==> config.mk <==
export PLATFORM = sky130hd
export DESIGN_NAME = bounded_double_ended_queue
export DESIGN_NICKNAME = d
export VERILOG_FILES = /design/src/rtl/bdeq_pkg.sv /design/src/rtl/bdeq_ram.sv /design/src/rtl/bounded_double_ended_queue.sv
export SDC_FILE = /design/constraint.sdc
export NUM_CORES = 2
export LEC_CHECK = 0
export BUFFER_PORTS_ARGS = -buffer_cell sky130_fd_sc_hd__buf_2
export CAP_MARGIN = 30
export CORE_MARGIN = 3
export CORE_UTILIZATION = 65
export DETAILED_ROUTE_END_ITERATION = 6
export PLACE_DENSITY_LB_ADDON = 0.3
export SLEW_MARGIN = 10
export SYNTH_ARGS = -nofsm -noshare
export SYNTH_HDL_FRONTEND = slang
export SYNTH_SLANG_ARGS = --single-unit
==> constraint.sdc <==
create_clock -name clock -period 6.75 [get_ports clock]
set_input_delay 0.3375 -clock clock [delete_from_list [all_inputs] [get_ports clock]]
set_output_delay 0.3375 -clock clock [all_outputs]
set_load 0.03 [all_outputs]
==> src/rtl/bdeq_pkg.sv <==
// ----------------------------------------------------------------------------
// bdeq_pkg
// Shared widths, command and status codes for the bounded deque.
// ----------------------------------------------------------------------------
package bdeq_pkg;

   localparam int unsigned DEPTH_DEFAULT = 64;

   localparam int unsigned CMD_W    = 3;
   localparam int unsigned ELEM_W   = 32;
   localparam int unsigned STATUS_W = 2;

   // stream payloads, padded to whole bytes
   localparam int unsigned REQ_TDATA_W = ((CMD_W + ELEM_W + 7) / 8) * 8;
   localparam int unsigned RSP_TDATA_W = ((STATUS_W + ELEM_W + 7) / 8) * 8;

   localparam logic [CMD_W-1:0] CMD_PUSH_FRONT = 3'd0;
   localparam logic [CMD_W-1:0] CMD_PUSH_BACK  = 3'd1;
   localparam logic [CMD_W-1:0] CMD_POP_FRONT  = 3'd2;
   localparam logic [CMD_W-1:0] CMD_POP_BACK   = 3'd3;
   localparam logic [CMD_W-1:0] CMD_DUMP       = 3'd4;

   localparam logic [STATUS_W-1:0] STAT_OK    = 2'd0;
   localparam logic [STATUS_W-1:0] STAT_EMPTY = 2'd1;
   localparam logic [STATUS_W-1:0] STAT_FULL  = 2'd2;

endpackage

==> src/rtl/bdeq_ram.sv <==
// ----------------------------------------------------------------------------
// bdeq_ram
// Generic simple dual-port RAM: one write port, one read port, registered read.
// ----------------------------------------------------------------------------
module bdeq_ram #(
   parameter int unsigned WIDTH = 32,
   parameter int unsigned DEPTH = 64
) (
   input  logic                     clock,
   input  logic                     wr_en,
   input  logic [$clog2(DEPTH)-1:0] wr_addr,
   input  logic [WIDTH-1:0]         wr_data,
   input  logic                     rd_en,
   input  logic [$clog2(DEPTH)-1:0] rd_addr,
   output logic [WIDTH-1:0]         rd_data
);

   logic [WIDTH-1:0] mem_ff [DEPTH];
   logic [WIDTH-1:0] rd_data_ff;

   always_ff @(posedge clock) begin
      if (wr_en) begin
         mem_ff[wr_addr] <= wr_data;
      end
      if (rd_en) begin
         rd_data_ff <= mem_ff[rd_addr];
      end
   end

   assign rd_data = rd_data_ff;

endmodule

==> src/rtl/bounded_double_ended_queue.sv <==
// ----------------------------------------------------------------------------
// bounded_double_ended_queue
// Double-ended queue of signed 32-bit values in a ring held in one RAM.
// ----------------------------------------------------------------------------
// Usage:
//   req_* carries one command beat: push front, push back, pop front, pop back
//   or dump, plus the value to push. rsp_* returns result beats: status, the
//   removed or dumped element, and tlast on the final beat of a command.
//   Every push and pop gives one beat; a dump gives one beat per stored
//   element, front to back (a single empty beat if the queue is empty).
//   Codes 5 to 7 are swallowed without a result.
// Flow:
//   push: slot RAM written (unless full) and result registered at accept.
//   pop : the registered read of the slot RAM, then the result register.
//   dump: one RAM read per element, streamed through the result register.
//   One command is worked on at a time; req_tready is high only in idle
//   while the result register is empty or being drained.
// Reset: front index and count clear to zero (queue empty), result register
//   empties. RAM contents are not cleared; only written slots are ever read.
// Stall: a held rsp beat freezes the block; a dump resumes where it stopped.
// ----------------------------------------------------------------------------
module bounded_double_ended_queue #(
   parameter int unsigned DEPTH = bdeq_pkg::DEPTH_DEFAULT
) (
   input  logic                             clock,
   input  logic                             reset,
   // req_tdata: [2:0] command, [34:3] value, rest zero
   input  logic                             req_tvalid,
   output logic                             req_tready,
   input  logic [bdeq_pkg::REQ_TDATA_W-1:0] req_tdata,
   // rsp_tdata: [1:0] status, [33:2] element, rest zero
   output logic                             rsp_tvalid,
   input  logic                             rsp_tready,
   output logic [bdeq_pkg::RSP_TDATA_W-1:0] rsp_tdata,
   output logic                             rsp_tlast
);

   import bdeq_pkg::*;

   localparam int unsigned AW = $clog2(DEPTH);     // slot index
   localparam int unsigned CW = $clog2(DEPTH + 1); // element count 0..DEPTH
   localparam logic [AW-1:0] LAST_IDX  = AW'(DEPTH - 1);
   localparam logic [CW-1:0] FULL_CNT  = CW'(DEPTH);
   localparam logic [CW:0]   DEPTH_EXT = (CW + 1)'(DEPTH);

   typedef enum logic [2:0] {
      ST_IDLE = 3'b001,
      ST_POP  = 3'b010,   // waiting on the RAM read for a pop
      ST_DUMP = 3'b100    // streaming stored elements out
   } state_type;

   // ---------------------------------------------------------------- request
   logic [CMD_W-1:0]         req_command;
   logic signed [ELEM_W-1:0] req_value;

   assign req_command = req_tdata[CMD_W-1:0];
   assign req_value   = req_tdata[CMD_W+ELEM_W-1:CMD_W];

   // ---------------------------------------------------------------- state
   state_type state_ff, state_in;
   logic [AW-1:0] front_ff, front_in;
   logic [CW-1:0] occ_ff, occ_in;
   logic [AW-1:0] dump_idx_ff, dump_idx_in;   // next slot to read in a dump
   logic [CW-1:0] dump_left_ff, dump_left_in; // beats still owed by a dump

   logic                       rsp_valid_ff, rsp_valid_in;
   logic [STATUS_W-1:0]        rsp_status_ff, rsp_status_in;
   logic signed [ELEM_W-1:0]   rsp_element_ff, rsp_element_in;
   logic                       rsp_last_ff, rsp_last_in;

   // ---------------------------------------------------------------- RAM port
   logic              wr_en, rd_en;
   logic [AW-1:0]     wr_addr, rd_addr;
   logic [ELEM_W-1:0] rd_data;

   bdeq_ram #(
      .WIDTH (ELEM_W),
      .DEPTH (DEPTH)
   ) u_slots (
      .clock   (clock),
      .wr_en   (wr_en),
      .wr_addr (wr_addr),
      .wr_data (req_value),
      .rd_en   (rd_en),
      .rd_addr (rd_addr),
      .rd_data (rd_data)
   );

   // ---------------------------------------------------------------- ring math
   // All wraps are explicit compares (select or subtract), so DEPTH need not be a power of two.
   logic [AW-1:0] front_dec, front_inc, dump_inc, tail_idx, back_idx;
   logic [CW:0]   tail_sum, back_sum;

   always_comb begin
      front_dec = (front_ff == '0) ? LAST_IDX : front_ff - 1'b1;
      front_inc = (front_ff == LAST_IDX) ? '0 : front_ff + 1'b1;
      dump_inc  = (dump_idx_ff == LAST_IDX) ? '0 : dump_idx_ff + 1'b1;
      tail_sum  = (CW + 1)'(front_ff) + (CW + 1)'(occ_ff);
      back_sum  = tail_sum - 1'b1;   // only used while occ_ff > 0
      tail_idx  = (tail_sum >= DEPTH_EXT) ? AW'(tail_sum - DEPTH_EXT) : AW'(tail_sum);
      back_idx  = (back_sum >= DEPTH_EXT) ? AW'(back_sum - DEPTH_EXT) : AW'(back_sum);
   end

   // ---------------------------------------------------------------- control
   logic out_free, is_full, is_empty;

   assign out_free   = !rsp_valid_ff || rsp_tready;
   assign is_full    = (occ_ff == FULL_CNT);
   assign is_empty   = (occ_ff == '0);
   assign req_tready = (state_ff == ST_IDLE) && out_free;

   // A push writes on its accept edge, before any later command can read,
   // so read-after-write needs no forwarding.
   always_comb begin
      state_in       = state_ff;
      front_in       = front_ff;
      occ_in         = occ_ff;
      dump_idx_in    = dump_idx_ff;
      dump_left_in   = dump_left_ff;
      rsp_valid_in   = rsp_valid_ff && !rsp_tready;
      rsp_status_in  = rsp_status_ff;
      rsp_element_in = rsp_element_ff;
      rsp_last_in    = rsp_last_ff;
      wr_en          = 1'b0;
      wr_addr        = tail_idx;
      rd_en          = 1'b0;
      rd_addr        = front_ff;

      case (state_ff)
         ST_IDLE: begin
            if (req_tvalid && req_tready) begin
               case (req_command)
                  CMD_PUSH_FRONT, CMD_PUSH_BACK: begin
                     rsp_valid_in   = 1'b1;
                     rsp_element_in = '0;
                     rsp_last_in    = 1'b1;
                     if (is_full) begin
                        rsp_status_in = STAT_FULL;
                     end else begin
                        rsp_status_in = STAT_OK;
                        wr_en         = 1'b1;
                        occ_in        = occ_ff + 1'b1;
                        if (req_command == CMD_PUSH_FRONT) begin
                           wr_addr  = front_dec;
                           front_in = front_dec;
                        end
                     end
                  end
                  CMD_POP_FRONT, CMD_POP_BACK: begin
                     if (is_empty) begin
                        rsp_valid_in   = 1'b1;
                        rsp_status_in  = STAT_EMPTY;
                        rsp_element_in = '0;
                        rsp_last_in    = 1'b1;
                     end else begin
                        rd_en    = 1'b1;
                        occ_in   = occ_ff - 1'b1;
                        state_in = ST_POP;
                        if (req_command == CMD_POP_FRONT) begin
                           front_in = front_inc;
                        end else begin
                           rd_addr = back_idx;
                        end
                     end
                  end
                  CMD_DUMP: begin
                     if (is_empty) begin
                        rsp_valid_in   = 1'b1;
                        rsp_status_in  = STAT_EMPTY;
                        rsp_element_in = '0;
                        rsp_last_in    = 1'b1;
                     end else begin
                        rd_en        = 1'b1;
                        dump_idx_in  = front_inc;
                        dump_left_in = occ_ff;
                        state_in     = ST_DUMP;
                     end
                  end
                  default: ;   // unused codes: no result
               endcase
            end
         end
         ST_POP: begin
            // result register is empty here: nothing was loaded at accept
            rsp_valid_in   = 1'b1;
            rsp_status_in  = STAT_OK;
            rsp_element_in = rd_data;
            rsp_last_in    = 1'b1;
            state_in       = ST_IDLE;
         end
         ST_DUMP: begin
            if (out_free) begin
               rsp_valid_in   = 1'b1;
               rsp_status_in  = STAT_OK;
               rsp_element_in = rd_data;
               rsp_last_in    = (dump_left_ff == CW'(1));
               if (dump_left_ff == CW'(1)) begin
                  state_in = ST_IDLE;
               end else begin
                  rd_en        = 1'b1;
                  rd_addr      = dump_idx_ff;
                  dump_idx_in  = dump_inc;
                  dump_left_in = dump_left_ff - 1'b1;
               end
            end
         end
         default: begin
            state_in = ST_IDLE;
         end
      endcase
   end

   // ---------------------------------------------------------------- registers
   always_ff @(posedge clock) begin
      if (reset) begin
         state_ff     <= ST_IDLE;
         front_ff     <= '0;
         occ_ff       <= '0;
         dump_idx_ff  <= '0;
         dump_left_ff <= '0;
         rsp_valid_ff <= 1'b0;
      end else begin
         state_ff     <= state_in;
         front_ff     <= front_in;
         occ_ff       <= occ_in;
         dump_idx_ff  <= dump_idx_in;
         dump_left_ff <= dump_left_in;
         rsp_valid_ff <= rsp_valid_in;
      end
   end

   always_ff @(posedge clock) begin
      rsp_status_ff  <= rsp_status_in;
      rsp_element_ff <= rsp_element_in;
      rsp_last_ff    <= rsp_last_in;
   end

   // ---------------------------------------------------------------- response
   assign rsp_tvalid = rsp_valid_ff;
   assign rsp_tdata  = RSP_TDATA_W'({rsp_element_ff, rsp_status_ff});
   assign rsp_tlast  = rsp_last_ff;

endmodule
==> impl_results.md <==
* Max IR drop VDD at 0.298 mV
* Total GRT Usage at 32.0%
* Worst EP required at 7.27 ns
* Sequential Power Share at 52.0%
* Post-DP HPWL at 112 mm
* Placement Rows at 131
* Unrepaired setup endpoints after global routing: false
* Cell variety after synth at 78
* DP Worst Slack at 1.38 ns
* Worst-path cell chain: nor3b_2 > nand3_1 > or4_1 > nor2_1 > nor2_1 > a21o_1 > nor2_1 > nand2_1 > nor2_4 > buf_4
* Most frequent CP cell: nor2_1
* Crit end category: flip-flop
* Rel. slew slack at 29.3%
* First-pass GRT wire length at 301 mm
* Reg2reg end: u_slots.mem_ff[27][12]
* Slew Viols, Final at 0
* Initial core utilization at 65.6%
* Core Footprint at 0.128 mm²
* Met1 GRT Util at 45.0%
* Max clock buf depth at 3
* Worst path bufs/invs at 1
* Number of flops mapped to enable cells by yosys at 2,115
* Global routing's busiest layer: met2
* Slowest Stage Delay on Critical Path at 1.00 ns
* Non-filler instance count after layout at 5,973
* Nets at 4,203
* Synthesis Warnings at 0
* Vias per cell at 7.13
* CP max stage cell: nor2_4
* Fmax at 0.178 GHz
* Area leader, netlist: edfxtp_1
* Syn Area/Cell at 21.8 µm²
* Total CTS buffers at 200
* Run status: complete, no violations
* Htree depth at 4
* Switching Share at 22.4%
* Layout cells sized above 1 at 26.6%
* DIE AREA at 0.133 mm²
* Fin Hold WS at 0.0537 ns
* Pin count of the biggest net entering global routing at 69
* Hold Fails Final Rpt at 0
* Count leader, synth: edfxtp_1
* GR Util met2 at 49.5%
* CP arrival at 6.13 ns
* Primary FF master, synth: edfxtp_1
* Clock Power Share at 40.2%
* #FFs+latches synth at 2,145
* Num ports at 87
* NetSw at 6.35 mW
* Max-capacitance violation count at 0
* Clock skew at 0.0405 ns
* P_leak at 30.3 nW
* Post-CTS Setup Bufs at 0
* DP Cell Count at 5,556
* Crit path launch type: flip-flop
* Pwr Total at 28.4 mW
* DRC Markers at 0
* Gp weighted congestion at 0.892
* Synth async-reset ratio at 0%
* Post-synthesis cell count at 3,837
* Synth area leaders: edfxtp_1, mux4_2, mux2i_1, a22oi_1, dfxtp_1
* Worst Reg-to-Reg Cells at 10
* Vias in the first global route at 42,700
* Share of the synthesized area in the top cell type at 75.8%
* Worst setup margin at 1.14 ns
* Synth cell count leaders: edfxtp_1, mux4_2, mux2i_1, nor2_1, a22oi_1
* Logic pwr share at 7.8%
* Clk_lat worst skew at 0.85 ns
* IO Port Bufs at 75
* GR Overflow Total at 0
* Area growth syn-to-layout at 13.1%
* Setup CP Type: reg -> reg
* Met3 Usage GRT at 6.93%
* Worst-Margin Slew at 1.06 ns
* DRT Pass-1 Iters at 7
* DRT iter0 DRCs at 6,175
* Die width at 365 µm
* Reg-to-reg slack, setup at 1.14 ns
* CTS root buf: clkbuf_16
* Internal Pwr Total at 22.0 mW
* Chip height at 365 µm
* Hold path start: req_tdata[29]
* Mapped Area at 0.0838 mm²
* Routed vias at 42,600
* Final setup fails at 0
* Clock transition at path regs at 0.07 ns
* Worst Hold Depth at 1
* PD cells at 299 mW/mm²
* Hold EP: u_slots.mem_ff[27][26]
* Initial antenna violation count at 8
* HP Class: in -> reg
* Reg-to-Reg Start: state_ff[0]
* Crit path max fanout at 19
* Period utilisation layout at 83.2%
* Final min period at 5.61 ns
* Final ANT Viol Nets at 0
* Crit-path leading delay family: simple AND/OR/NAND/NOR gates
* Final WL at 208 mm
* Seq/Total Area, Yosys at 76.5%
* CTS tree: yes
* Final TNS setup at 0 ns
* Total clock sinks at 2,145
* Drt wl/cell at 34.9 µm
-- state kept, by name (all words and copies together) (netlist names) --
| signal | flops |
|---|---|
| state_ff | 3 |
| front_ff | 6 |
| rsp_element_ff | 32 |
| rsp_tlast | 1 |
| rsp_status_ff | 2 |
| dump_idx_ff | 6 |
| u_slots.mem_ff | 2048 |
| occ_ff | 7 |
| dump_left_ff | 7 |
| u_slots.rd_data | 32 |
| rsp_tvalid | 1 |
-- metal layers --
layer | up-vias | share of wire [%]
li1 | 16700 | -
met1 | 22200 | 36
met2 | 3121 | 48
met3 | 522 | 11
met4 | 6 | 4.7
met5 | - | 0.018
-- cells by family after synthesis --
| kind of cell | after synthesis | share of synthesized area (%) |
|---|---|---|
| muxes | 823 | 17.3 |
| and+or+nand+nor | 342 | 1.89 |
| adders and majority gates | 19 | 0.301 |
| other | 1 | 0.00447 |
| AOI/OAI and AO/OA | 276 | 2.33 |
| xor gates and xnor gates | 20 | 0.209 |
| DFF | 2145 | 76.5 |
| buffers and inverters | 211 | 1.50 |
-- metrics by stage --
| step | util [%] | area, µm² |
|---|---|---|
| final | 74.2 | 94800 |
| after global placement | 68.2 | 87200 |
| after global routing | 74.2 | 94800 |
| after CTS | 73.9 | 94500 |
| after detailed placement | 68.6 | 87700 |
| after floorplan | - | 83900 |
-- power groups by stage --
stage / registers (mW) / clock network [mW] / logic [mW]
after global routing: 14.7 / 12.0 / 2.34
after global placement: 15.0 / 0 / 2.05
after detailed placement: 15.0 / 0 / 2.14
final: 14.7 / 11.4 / 2.22
after floorplan: 15.1 / 0 / 1.33
after CTS: 14.7 / 11.5 / 2.19
-- layout make-up --
cell class / instances / area [µm²]
diodes: 5 / 12.5
fillers: 6695 / 33000
inverters: 12 / 46.3
clock inverters: 117 / 1420
well taps: 1662 / 2080
repair buffers: 295 / 2870
flip-flops and latches: 2145 / 64100
multi-input cells: 1486 / 19100
clock buffers: 251 / 5200
-- how the worst max path moves through the flow --
| stage | startpoint | endpoint | slack (ns) | depth (start not counted) |
|---|---|---|---|---|
| 2_1_floorplan | state_ff[2] | u_slots.mem_ff[32][0] | 2.43 | 9 |
| 3_3_place_gp | state_ff[0] | u_slots.mem_ff[63][14] | 1.45 | 10 |
| 3_5_place_dp | state_ff[0] | u_slots.mem_ff[63][14] | 1.38 | 10 |
| 4_1_cts | state_ff[0] | u_slots.mem_ff[27][13] | 1.29 | 10 |
| 5_1_grt | state_ff[0] | u_slots.mem_ff[27][13] | 0.87 | 10 |
| 6_report | state_ff[0] | u_slots.mem_ff[27][12] | 1.14 | 10 |
-- placed cells by master (no fill, tap or decap), drive strengths merged, types with 6 or more instances in the layout --
master	netlist	layout
a211oi	11	11
a21o	8	8
a21oi	37	37
a22oi	98	98
and2	36	36
and3	6	6
buf	150	261
bufinv	0	24
clkbuf	49	251
clkinv	1	75
clkinvlp	0	14
conb	1	6
dfxtp	30	30
dlygate4sd3	0	34
edfxtp	2115	2115
ha	17	17
inv	11	16
mux2i	321	321
mux4	500	500
nand2	98	98
nand3	23	23
nor2	136	136
nor3	7	7
o211ai	9	9
o21ai	62	62
o31ai	6	6
xnor2	12	12
xor2	8	8
-- worst reg2reg max path: stages (launching register included) --
cell     delay [ns]
dfxtp_1        0.52
nor3b_2        0.39
nand3_1        0.44
or4_1          0.71
nor2_1         0.74
nor2_1         0.16
a21o_1         0.23
nor2_1         0.18
nand2_1        0.55
nor2_4         1.00
buf_4          0.36
-- what timing repair did --
action                    4_1_cts  5_1_grt
hold buffers                   26        8
hold endpoints to repair      396      106
gates resized for setup         0        0
Note: power is estimated with default switching activity, not from simulation.
